===== src/hdl/assert_macros.svh =====
// assertion macros shared by the histogram rtl
`ifndef ASSERT_MACROS_SVH
`define ASSERT_MACROS_SVH

// property holds at every clock edge outside reset
`define ASSERT_PROP(lbl, prop, msg) \
  lbl: assert property (@(posedge clk_i) disable iff (!rst_ni) (prop)) else $error(msg);

// condition never seen at a clock edge outside reset
`define ASSERT_NEVER(lbl, cond, msg) \
  lbl: assert property (@(posedge clk_i) disable iff (!rst_ni) !(cond)) else $error(msg);

`endif


===== src/hdl/bhtq_pkg.sv =====
// types and constants shared by the byte histogram tail query block
`default_nettype none

package bhtq_pkg;

  localparam int SYMBOL_COUNT      = 256;
  localparam int COUNT_WIDTH_DEF   = 32;
  localparam int ADDR_W            = $clog2(SYMBOL_COUNT);
  localparam int LIMIT_W           = 32;
  localparam int STRIDE_W          = 16;
  localparam int OUT_W             = 32;
  localparam int CFG_DATA_W        = 32;
  localparam int CFG_IDX_W         = 1;
  localparam int IN_DATA_W         = 8;
  localparam int IN_USER_W         = 2;
  localparam int OUT_DATA_W        = 72;

  localparam logic [CFG_IDX_W-1:0] REG_COUNT_LIMIT = 1'b0;
  localparam logic [CFG_IDX_W-1:0] REG_STRIDE      = 1'b1;

  typedef enum logic [IN_USER_W-1:0] {
    FUNC_COUNT = 2'd0,
    FUNC_READ  = 2'd1,
    FUNC_QUERY = 2'd2,
    FUNC_CLEAR = 2'd3
  } func_e;

  typedef struct packed {
    logic capture;
    logic acc_clr;
    logic skip_dec;
    logic cnt_upd;
    logic rd_cap;
    logic q_ref;
    logic q_scan;
    logic clear;
    logic load_out;
  } cmd_t;

  typedef struct packed {
    func_e func;
    logic  skipping;
    logic  limit_hit;
    logic  scan_last;
    logic  out_free;
  } sts_t;

endpackage

`default_nettype wire


===== src/hdl/bhtq_ctrl.sv =====
// sequencer for count, read, tail query and clear requests
`default_nettype none

module bhtq_ctrl (
  input  wire logic           clk_i,
  input  wire logic           rst_ni,
  input  wire logic           in_valid_i,
  output      logic           in_ready_o,
  output      bhtq_pkg::cmd_t cmd_o,
  input  wire bhtq_pkg::sts_t sts_i
);
  import bhtq_pkg::*;
  `include "assert_macros.svh"

  typedef enum logic [2:0] {
    ST_IDLE,
    ST_DECODE,
    ST_CNT_UPD,
    ST_RD_CAP,
    ST_Q_REF,
    ST_Q_SCAN,
    ST_FINISH
  } state_e;

  state_e state_q, state_d;

  always_comb begin
    cmd_o      = '0;
    state_d    = state_q;
    in_ready_o = (state_q == ST_IDLE);
    case (state_q)
      ST_IDLE: begin
        if (in_valid_i) begin
          cmd_o.capture = 1'b1;
          state_d       = ST_DECODE;
        end
      end
      ST_DECODE: begin
        cmd_o.acc_clr = 1'b1;
        case (sts_i.func)
          FUNC_COUNT: begin
            if (sts_i.skipping) begin
              cmd_o.skip_dec = 1'b1;
              state_d        = ST_FINISH;
            end else if (sts_i.limit_hit) begin
              state_d = ST_FINISH;
            end else begin
              state_d = ST_CNT_UPD;
            end
          end
          FUNC_READ:  state_d = ST_RD_CAP;
          FUNC_QUERY: state_d = ST_Q_REF;
          FUNC_CLEAR: begin
            cmd_o.clear = 1'b1;
            state_d     = ST_FINISH;
          end
          default: state_d = ST_FINISH;
        endcase
      end
      ST_CNT_UPD: begin
        cmd_o.cnt_upd = 1'b1;
        state_d       = ST_FINISH;
      end
      ST_RD_CAP: begin
        cmd_o.rd_cap = 1'b1;
        state_d      = ST_FINISH;
      end
      ST_Q_REF: begin
        cmd_o.q_ref = 1'b1;
        state_d     = ST_Q_SCAN;
      end
      ST_Q_SCAN: begin
        cmd_o.q_scan = 1'b1;
        if (sts_i.scan_last) begin
          state_d = ST_FINISH;
        end
      end
      ST_FINISH: begin
        if (sts_i.out_free) begin
          cmd_o.load_out = 1'b1;
          state_d        = ST_IDLE;
        end
      end
      default: state_d = ST_IDLE;
    endcase
  end

  always_ff @(posedge clk_i or negedge rst_ni) begin
    if (!rst_ni) begin
      state_q <= ST_IDLE;
    end else begin
      state_q <= state_d;
    end
  end

  `ASSERT_PROP(a_one_action, $onehot0({cmd_o.cnt_upd, cmd_o.rd_cap, cmd_o.q_ref, cmd_o.q_scan, cmd_o.clear, cmd_o.load_out}), "more than one datapath action")
  `ASSERT_PROP(a_load_when_free, cmd_o.load_out |-> sts_i.out_free, "result loaded while register busy")
  `ASSERT_PROP(a_ref_then_scan, cmd_o.q_ref |=> cmd_o.q_scan, "tail scan did not follow reference read")

endmodule

`default_nettype wire


===== config.mk =====
export PLATFORM = sky130hd
export DESIGN_NAME = bhtq_ctrl
export DESIGN_NICKNAME = d
export VERILOG_FILES = /design/src/hdl/bhtq_pkg.sv /design/src/hdl/bhtq_ctrl.sv
export VERILOG_INCLUDE_DIRS = /design/src /design/src/hdl
export SDC_FILE = /design/constraint.sdc
export NUM_CORES = 1
export LEC_CHECK = 0
export BUFFER_PORTS_ARGS = -buffer_cell sky130_fd_sc_hd__buf_2
export CORE_AREA = 4 4 41 43
export CTS_BUF_LIST = sky130_fd_sc_hd__clkbuf_8
export CTS_CLUSTER_SIZE = 40
export DETAILED_ROUTE_END_ITERATION = 10
export DIE_AREA = 0 0 45 47
export SLEW_MARGIN = 15
export SYNTH_ARGS = -nofsm -noshare
export SYNTH_HDL_FRONTEND = slang
export SYNTH_SLANG_ARGS = --single-unit

===== constraint.sdc =====
create_clock -name clk_i -period 2.25 [get_ports clk_i]
set_input_delay 0.45 -clock clk_i [delete_from_list [all_inputs] [get_ports clk_i]]
set_output_delay 0.45 -clock clk_i [all_outputs]
set_load 0.005 [all_outputs]

# Yosys cells after proc, flatten, opt, wreduce, memory -nomap -nowiden
# Index checks and enable logic that the tools add are counted.
# totals
reg_bits,3
input_bits,9
wordCells,37
# op_classes
eq_ne,12
muxes,20
n_reduce_logical,4
# ops
cell,count
$pmux 3 s6,1
$mux 3,5
$mux 1,12
$pmux 3 s4,1
$eq 3x3->1 const B,3
$eq 3x2->1 const B,2
$ne 2x2->1 const B,3
$eq 2x2->1 const B,2
$eq 3x1->1 const B,1
$logic_not 3->1,1
$reduce_and 3->1,1
$eq 2x1->1 const B,1
$logic_not 2->1,1
$mux 2,1
$reduce_or 2->1,1

# Longest topological paths before layout
# Gate-level depths: netlist (run 1).
# depth
depth_word,4
ltp_mapped,4

# Least setup slack after synthesis (run 1)
# OpenSTA, ideal clock, no wires.
# synth_timing
path_kind,register to output
startpoint,register state_q[1]
endpoint,output port cmd_o[8] (netlist name)
t_arrival_ns,0.900
path_slack_ns,0.900
path_stages_with_launch,4
path_cell_list,dfrtp_1 > buf_2 > nor3_2 > and2_1
# synth_rtl
item,line_no,source
start: declaration,bhtq_ctrl.sv:25,"state_e state_q, state_d;"
start signal: assignment,bhtq_ctrl.sv:92,state_q <= state_d;
end: declaration,bhtq_ctrl.sv:9,"output bhtq_pkg::cmd_t cmd_o,"

==> reports/metrics.cfg, run 1 <==
[timing]
grt_setup_unrepaired=false
worst_clock_skew_ns=0.002619
relSlewSlack_pct=74.65
final.setup.worst_slack_ns=0.4800
fin_setup_tns_ns=0
final.hold.worst_slack_ns=0.01663
period_minus_slack_ns=1.770
clock.fmax_mhz=565.0
worst_slew_pin_slew_ns=0.3802
finalHoldViolations=0
setup-violations-final=0
finalMaxSlewViolations=0
finalCritPeriodShare_pct=78.67

[worst_hold_path]
worst_hold_path_type=input port to async pin

[synthesis]
post-synth-top-area-fraction_pct=27.40
synthDominantAreaCellType=dfrtp_1
post_synth_inst_count=33
syn_nets=42
synth-main-ff-cell=dfrtp_1
netlist_area_um2=274.0
ys_async_sr_fraction_pct=100.0
synth_enable_flop_cells=0
synth_area_per_cell_um2=8.303
synth.cells.most_frequent=dfrtp_1, nand2_1, nor2_1, nor3b_1
ys_seq_area_share_pct=27.40
yosysUniqueCellTypes=21
post_synth_main_area_contributors=dfrtp_1, nor3b_1, nor3_2
yosys_warnings=0
synth.ff_latch_count=3

[cts]
postCtsResizedCells=0
clk_path_buf_depth=2
clockRootBuffer=clkbuf_8
tritoncts_num_sinks=3
worst_skew_pair.late_latency_ns=0.22
cts-buffers-inserted=3
tritoncts=yes
clkTransAtPathRegs_ns=0.03
cts_max_level=1
cts_post_setup_buffers_inserted=0
cts.hold.buffers_added=0

[critical_path]
critical_path_peak_fanout=9
timing.critical_path.slowest_cell_delay_ns=0.55
critical_path.startpoint_type=flip-flop
critPathSlowestCell=dfrtp_1
slack_of_the_worst_reg_to_reg_path_ns=1.13
crit_required_ns=1.80
r2r-start=state_q[0]
setup.worst_path.start=state_q[0]
critPathCaptureType=output pin
worstSetupPathType=flip-flop to output pin
worstPathCellList=inv_4 -> nor3_2 -> and3_1 -> buf_2
cp_data_arrival_time_ns=1.32
ff2ff_path_depth=3
r2r_end=state_q[2]

[route]
drt_wl_total_um=692
vias_per_cell=4.522
first_iter_violations=0
drt_pre_antenna_iters=1
route.detailed.wl_per_inst_um=10.33
drt_drc_violations_left=0
num_vias=303
final_ant_viol_nets=0

[floorplan]
dieArea_mm2=0.002115
rows=13
placeableCoreArea_mm2=0.001301
fp.dieW_um=45
floorplan.io_pins=19
start_util_pct=21.06
die_height_um=47

[placement]
routabilityCongestion=0.6686
post_dp_cell_area_um2=359.1
place_worst_setup_slack_ns=0.7022
place.port_buffers=18

[global_route]
grt_remaining_overflow=0
grt_pass1_vias=285
wire_length_of_the_first_global_routing_pass_um=1097
antenna_violations_before_repair=0
track_usage_pct=7.759
grt_start_max_net_pins=14

[pwr]
design_power_total_mw=0.5321
power.combinational.fraction_pct=38.8
clockPowerShare_pct=29.1
p_switching_mw=0.2176
power_per_cell_area_mw_per_mm2=1317
internal_power_mw=0.3146
max-vdd-ir-drop_uv=449.6
power.static_leakage_nw=0.2100
p_sw_share_pct=40.89
power_share_of_the_sequential_group_pct=32.1

[finish]
nets=62
area_delta_synth_final_pct=47.49
top_register=state_q
ant_diodes=0
final_area_um2=404.1
largest_register_ffs=3
largest_registers=state_q: 3 flops
final.fill_count=161
final_layout_size_suffix_gt1_share_pct=50.00

[job]
timing.max_cap.violations=0

[run_status]
status=complete, no violations

[worst max-delay path, delay by kind of cell, from the launching register on]
family / cells / cell delay, ns
buffers and inverters: 2 / 0.18
flip-flops: 1 / 0.55
AND/OR/NAND/NOR: 2 / 0.37
[worst max-delay path by stage]
stage | to | cells after the start | slack [ns]
floorplan | cmd_o[8] | 3 | 0.90
global placement | cmd_o[6] | 4 | 0.76
detailed placement | cmd_o[6] | 4 | 0.70
CTS | cmd_o[6] | 4 | 0.46
global route | cmd_o[1] | 4 | 0.41
finish | cmd_o[6] | 4 | 0.48
[power by group through the flow]
stage | clock network (mW) | registers (mW) | logic [mW]
6_report | 0.155 | 0.171 | 0.207
5_1_grt | 0.164 | 0.180 | 0.236
4_1_cts | 0.160 | 0.171 | 0.213
3_5_place_dp | 0 | 0.171 | 0.211
3_3_place_gp | 0 | 0.168 | 0.211
2_1_floorplan | 0 | 0.0995 | 0.234
[per-layer routing]
metal	vias to the layer above	share of wire [%]	global-route usage, %
li1	155	-	-
met1	128	47	9.153
met5	-	0	0
met3	2	12	1.533
met2	18	38	10.17
met4	0	3.2	10.53
[layout by cell type, fill, tap and decap left out]
master | netlist | routed
buf_2 | 1 | 18
nor3b_1 | 3 | 3
nor2_1 | 3 | 3
nand2_1 | 3 | 3
clkbuf_8 | 0 | 3
dfrtp_1 | 3 | 3
nor3_2 | 2 | 2
and3_1 | 2 | 2
nor2b_1 | 2 | 2
o21ai_1 | 2 | 2
inv_4 | 1 | 1
and4_1 | 1 | 1
and2_1 | 1 | 1
o22a_1 | 1 | 1
o21ai_0 | 1 | 1
nor3_1 | 1 | 1
a211oi_2 | 1 | 1
a21oi_1 | 1 | 1
o31a_1 | 1 | 1
o21ai_2 | 1 | 1
inv_1 | 0 | 1
[cells by family after synthesis]
group                  share of synthesized area (%)
and+or+nand+nor                                40.18
AOI/OAI and AO/OA                              21.46
buffers and inverters                          10.96
DFF                                            27.40
[area by class of cell]
cell class | count | area, um^2 | area share (%)
inverter | 1 | 6.256 | 1.548
clock buffer | 3 | 41.29 | 10.22
tap | 15 | 18.77 | 4.644
timing repair buffer | 18 | 90.09 | 22.29
sequential | 3 | 75.07 | 18.58
multi-input combinational | 26 | 168.9 | 41.80
clock inverter | 1 | 3.754 | 0.9288
[stage by stage]
step,util (%),std cells
global placement,27.60,63
floorplan,-,33
global route,31.06,67
finish,31.06,67
detailed placement,27.60,63
CTS,31.06,67
Note: power is estimated with default switching activity, not from simulation.
==> run 2, diff against run 1 <==
clock period = 1.8 ns   (was 2.25 ns; I/O delays follow)
==> reports/metrics.cfg, run 2 (same netlist as run 1, synthesis figures left out) <==
[run_status]
status=complete, no violations

[timing]
worst_clock_skew_ns=0.003433
setup-violations-final=0
worst_slew_pin_slew_ns=0.3968
finalHoldViolations=0
relSlewSlack_pct=73.55
finalMaxSlewViolations=0
final.setup.worst_slack_ns=0.1289
period_minus_slack_ns=1.671
finalCritPeriodShare_pct=92.84
fin_setup_tns_ns=0
final.hold.worst_slack_ns=0.4622
grt_setup_unrepaired=false
clock.fmax_mhz=598.4

[finish]
largest_register_ffs=3
top_register=state_q
seq_area_um2=75.07
ant_diodes=0
post_layout_nonfiller_instances=68
area_delta_synth_final_pct=51.14
final_area_um2=414.1
largest_registers=state_q: 3 flops
nets=63
final_core_util_pct=31.83
multi_input_area_um2=168.9
final_layout_size_suffix_gt1_share_pct=49.06
final.fill_count=155
layout_commonest_cell=buf_2

[critical_path]
worstSetupPathType=flip-flop to output pin
critPathCaptureType=output pin
timing.critical_path.slowest_cell_delay_ns=0.55
cp_data_arrival_time_ns=1.31
critical_path.startpoint_type=flip-flop
critical_path_peak_fanout=9
worstPathCellList=inv_4 -> nor3_2 -> and3_1 -> buf_2
critPathSlowestCell=dfrtp_1
kind_of_cell_adding_the_most_delay_to_the_critical_path=flip-flops
crit_buf_inv=2
crit_required_ns=1.44

[cts]
worst_skew_pair.late_latency_ns=0.22
clkTransAtPathRegs_ns=0.03
clockRootBuffer=clkbuf_8
postCtsResizedCells=0
tritoncts_num_sinks=3
clk_path_buf_depth=2
cts-buffers-inserted=3
tritoncts=yes
cts_post_setup_buffers_inserted=0
cts_max_level=1
cts.hold.buffers_added=1

[route]
vias_per_cell=4.632
drt_pre_antenna_iters=2
num_vias=315
final_ant_viol_nets=0
route.detailed.wl_per_inst_um=10.26
drt_drc_violations_left=0
first_iter_violations=4
drt_wl_total_um=698

[global_route]
grt_most_used_layer=met2
grt_remaining_overflow=0
track_usage_pct=8.155
grt_pass1_vias=285
wire_length_of_the_first_global_routing_pass_um=1145
antenna_violations_before_repair=0
global_route.usage.met1_pct=9.840
global_route.usage.met3_pct=1.533
grt_util_met2_pct=10.73
grt_start_max_net_pins=14

[placement]
place.port_buffers=18
place_worst_setup_slack_ns=0.3455
numPlacedInstances=63
post_dp_cell_area_um2=359.1
routabilityCongestion=0.6682

[pwr]
design_power_total_mw=0.6668
power.static_leakage_nw=0.2142
max-vdd-ir-drop_uv=623.1
power_per_cell_area_mw_per_mm2=1610

[floorplan]
placeableCoreArea_mm2=0.001301
rows=13
dieArea_mm2=0.002115
die_height_um=47
fp.dieW_um=45
floorplan.io_pins=19
start_util_pct=21.06

[job]
timing.max_cap.violations=0

[worst_hold_path]
worst_hold_path_type=input port to async pin

[run 2: final cells by class]
type | instances | share of cell area [%]
inverter | 1 | 1.511
sequential | 3 | 18.13
clock inverter | 1 | 0.9063
clock buffer | 3 | 9.970
multi-input combinational | 26 | 40.79
tap | 15 | 4.532
timing repair buffer | 19 | 24.17
[run 2: metal layers]
metal  vias to the layer above  routed length, um
met5                         -                  0
met4                         0                 22
met3                         2                 82
met2                        18                271
met1                       138                321
li1                        157                  -
[run 2: worst reg2reg max path, cell delays in order (launching register included)]
cell,delay [ns]
dfrtp_1,0.55
inv_4,0.08
o31a_1,0.31
o21ai_2,0.10
[run 2: power by group]
group	total (mW)	leakage [nW]	internal [mW]	switching, mW
clock	0.193	0.0269	0.145	0.0474
sequential	0.214	0.0356	0.102	0.112
combinational	0.260	0.152	0.147	0.113
total	0.667	0.214	0.395	0.272
[run 2: worst paths after layout]
path | startpoint | end | slack [ns] | cells after the start
min reg2reg | state_q[1] | state_q[0] | 0.66 | 1
min | rst_ni | state_q[2] | 0.46 | 2
max reg2reg | state_q[0] | state_q[2] | 0.69 | 3
max | state_q[0] | cmd_o[6] | 0.13 | 4
min in group clk_i | sts_i[0] | state_q[2] | 0.48 | 4
max in group asynchronous | rst_ni | state_q[1] | 1.23 | 2
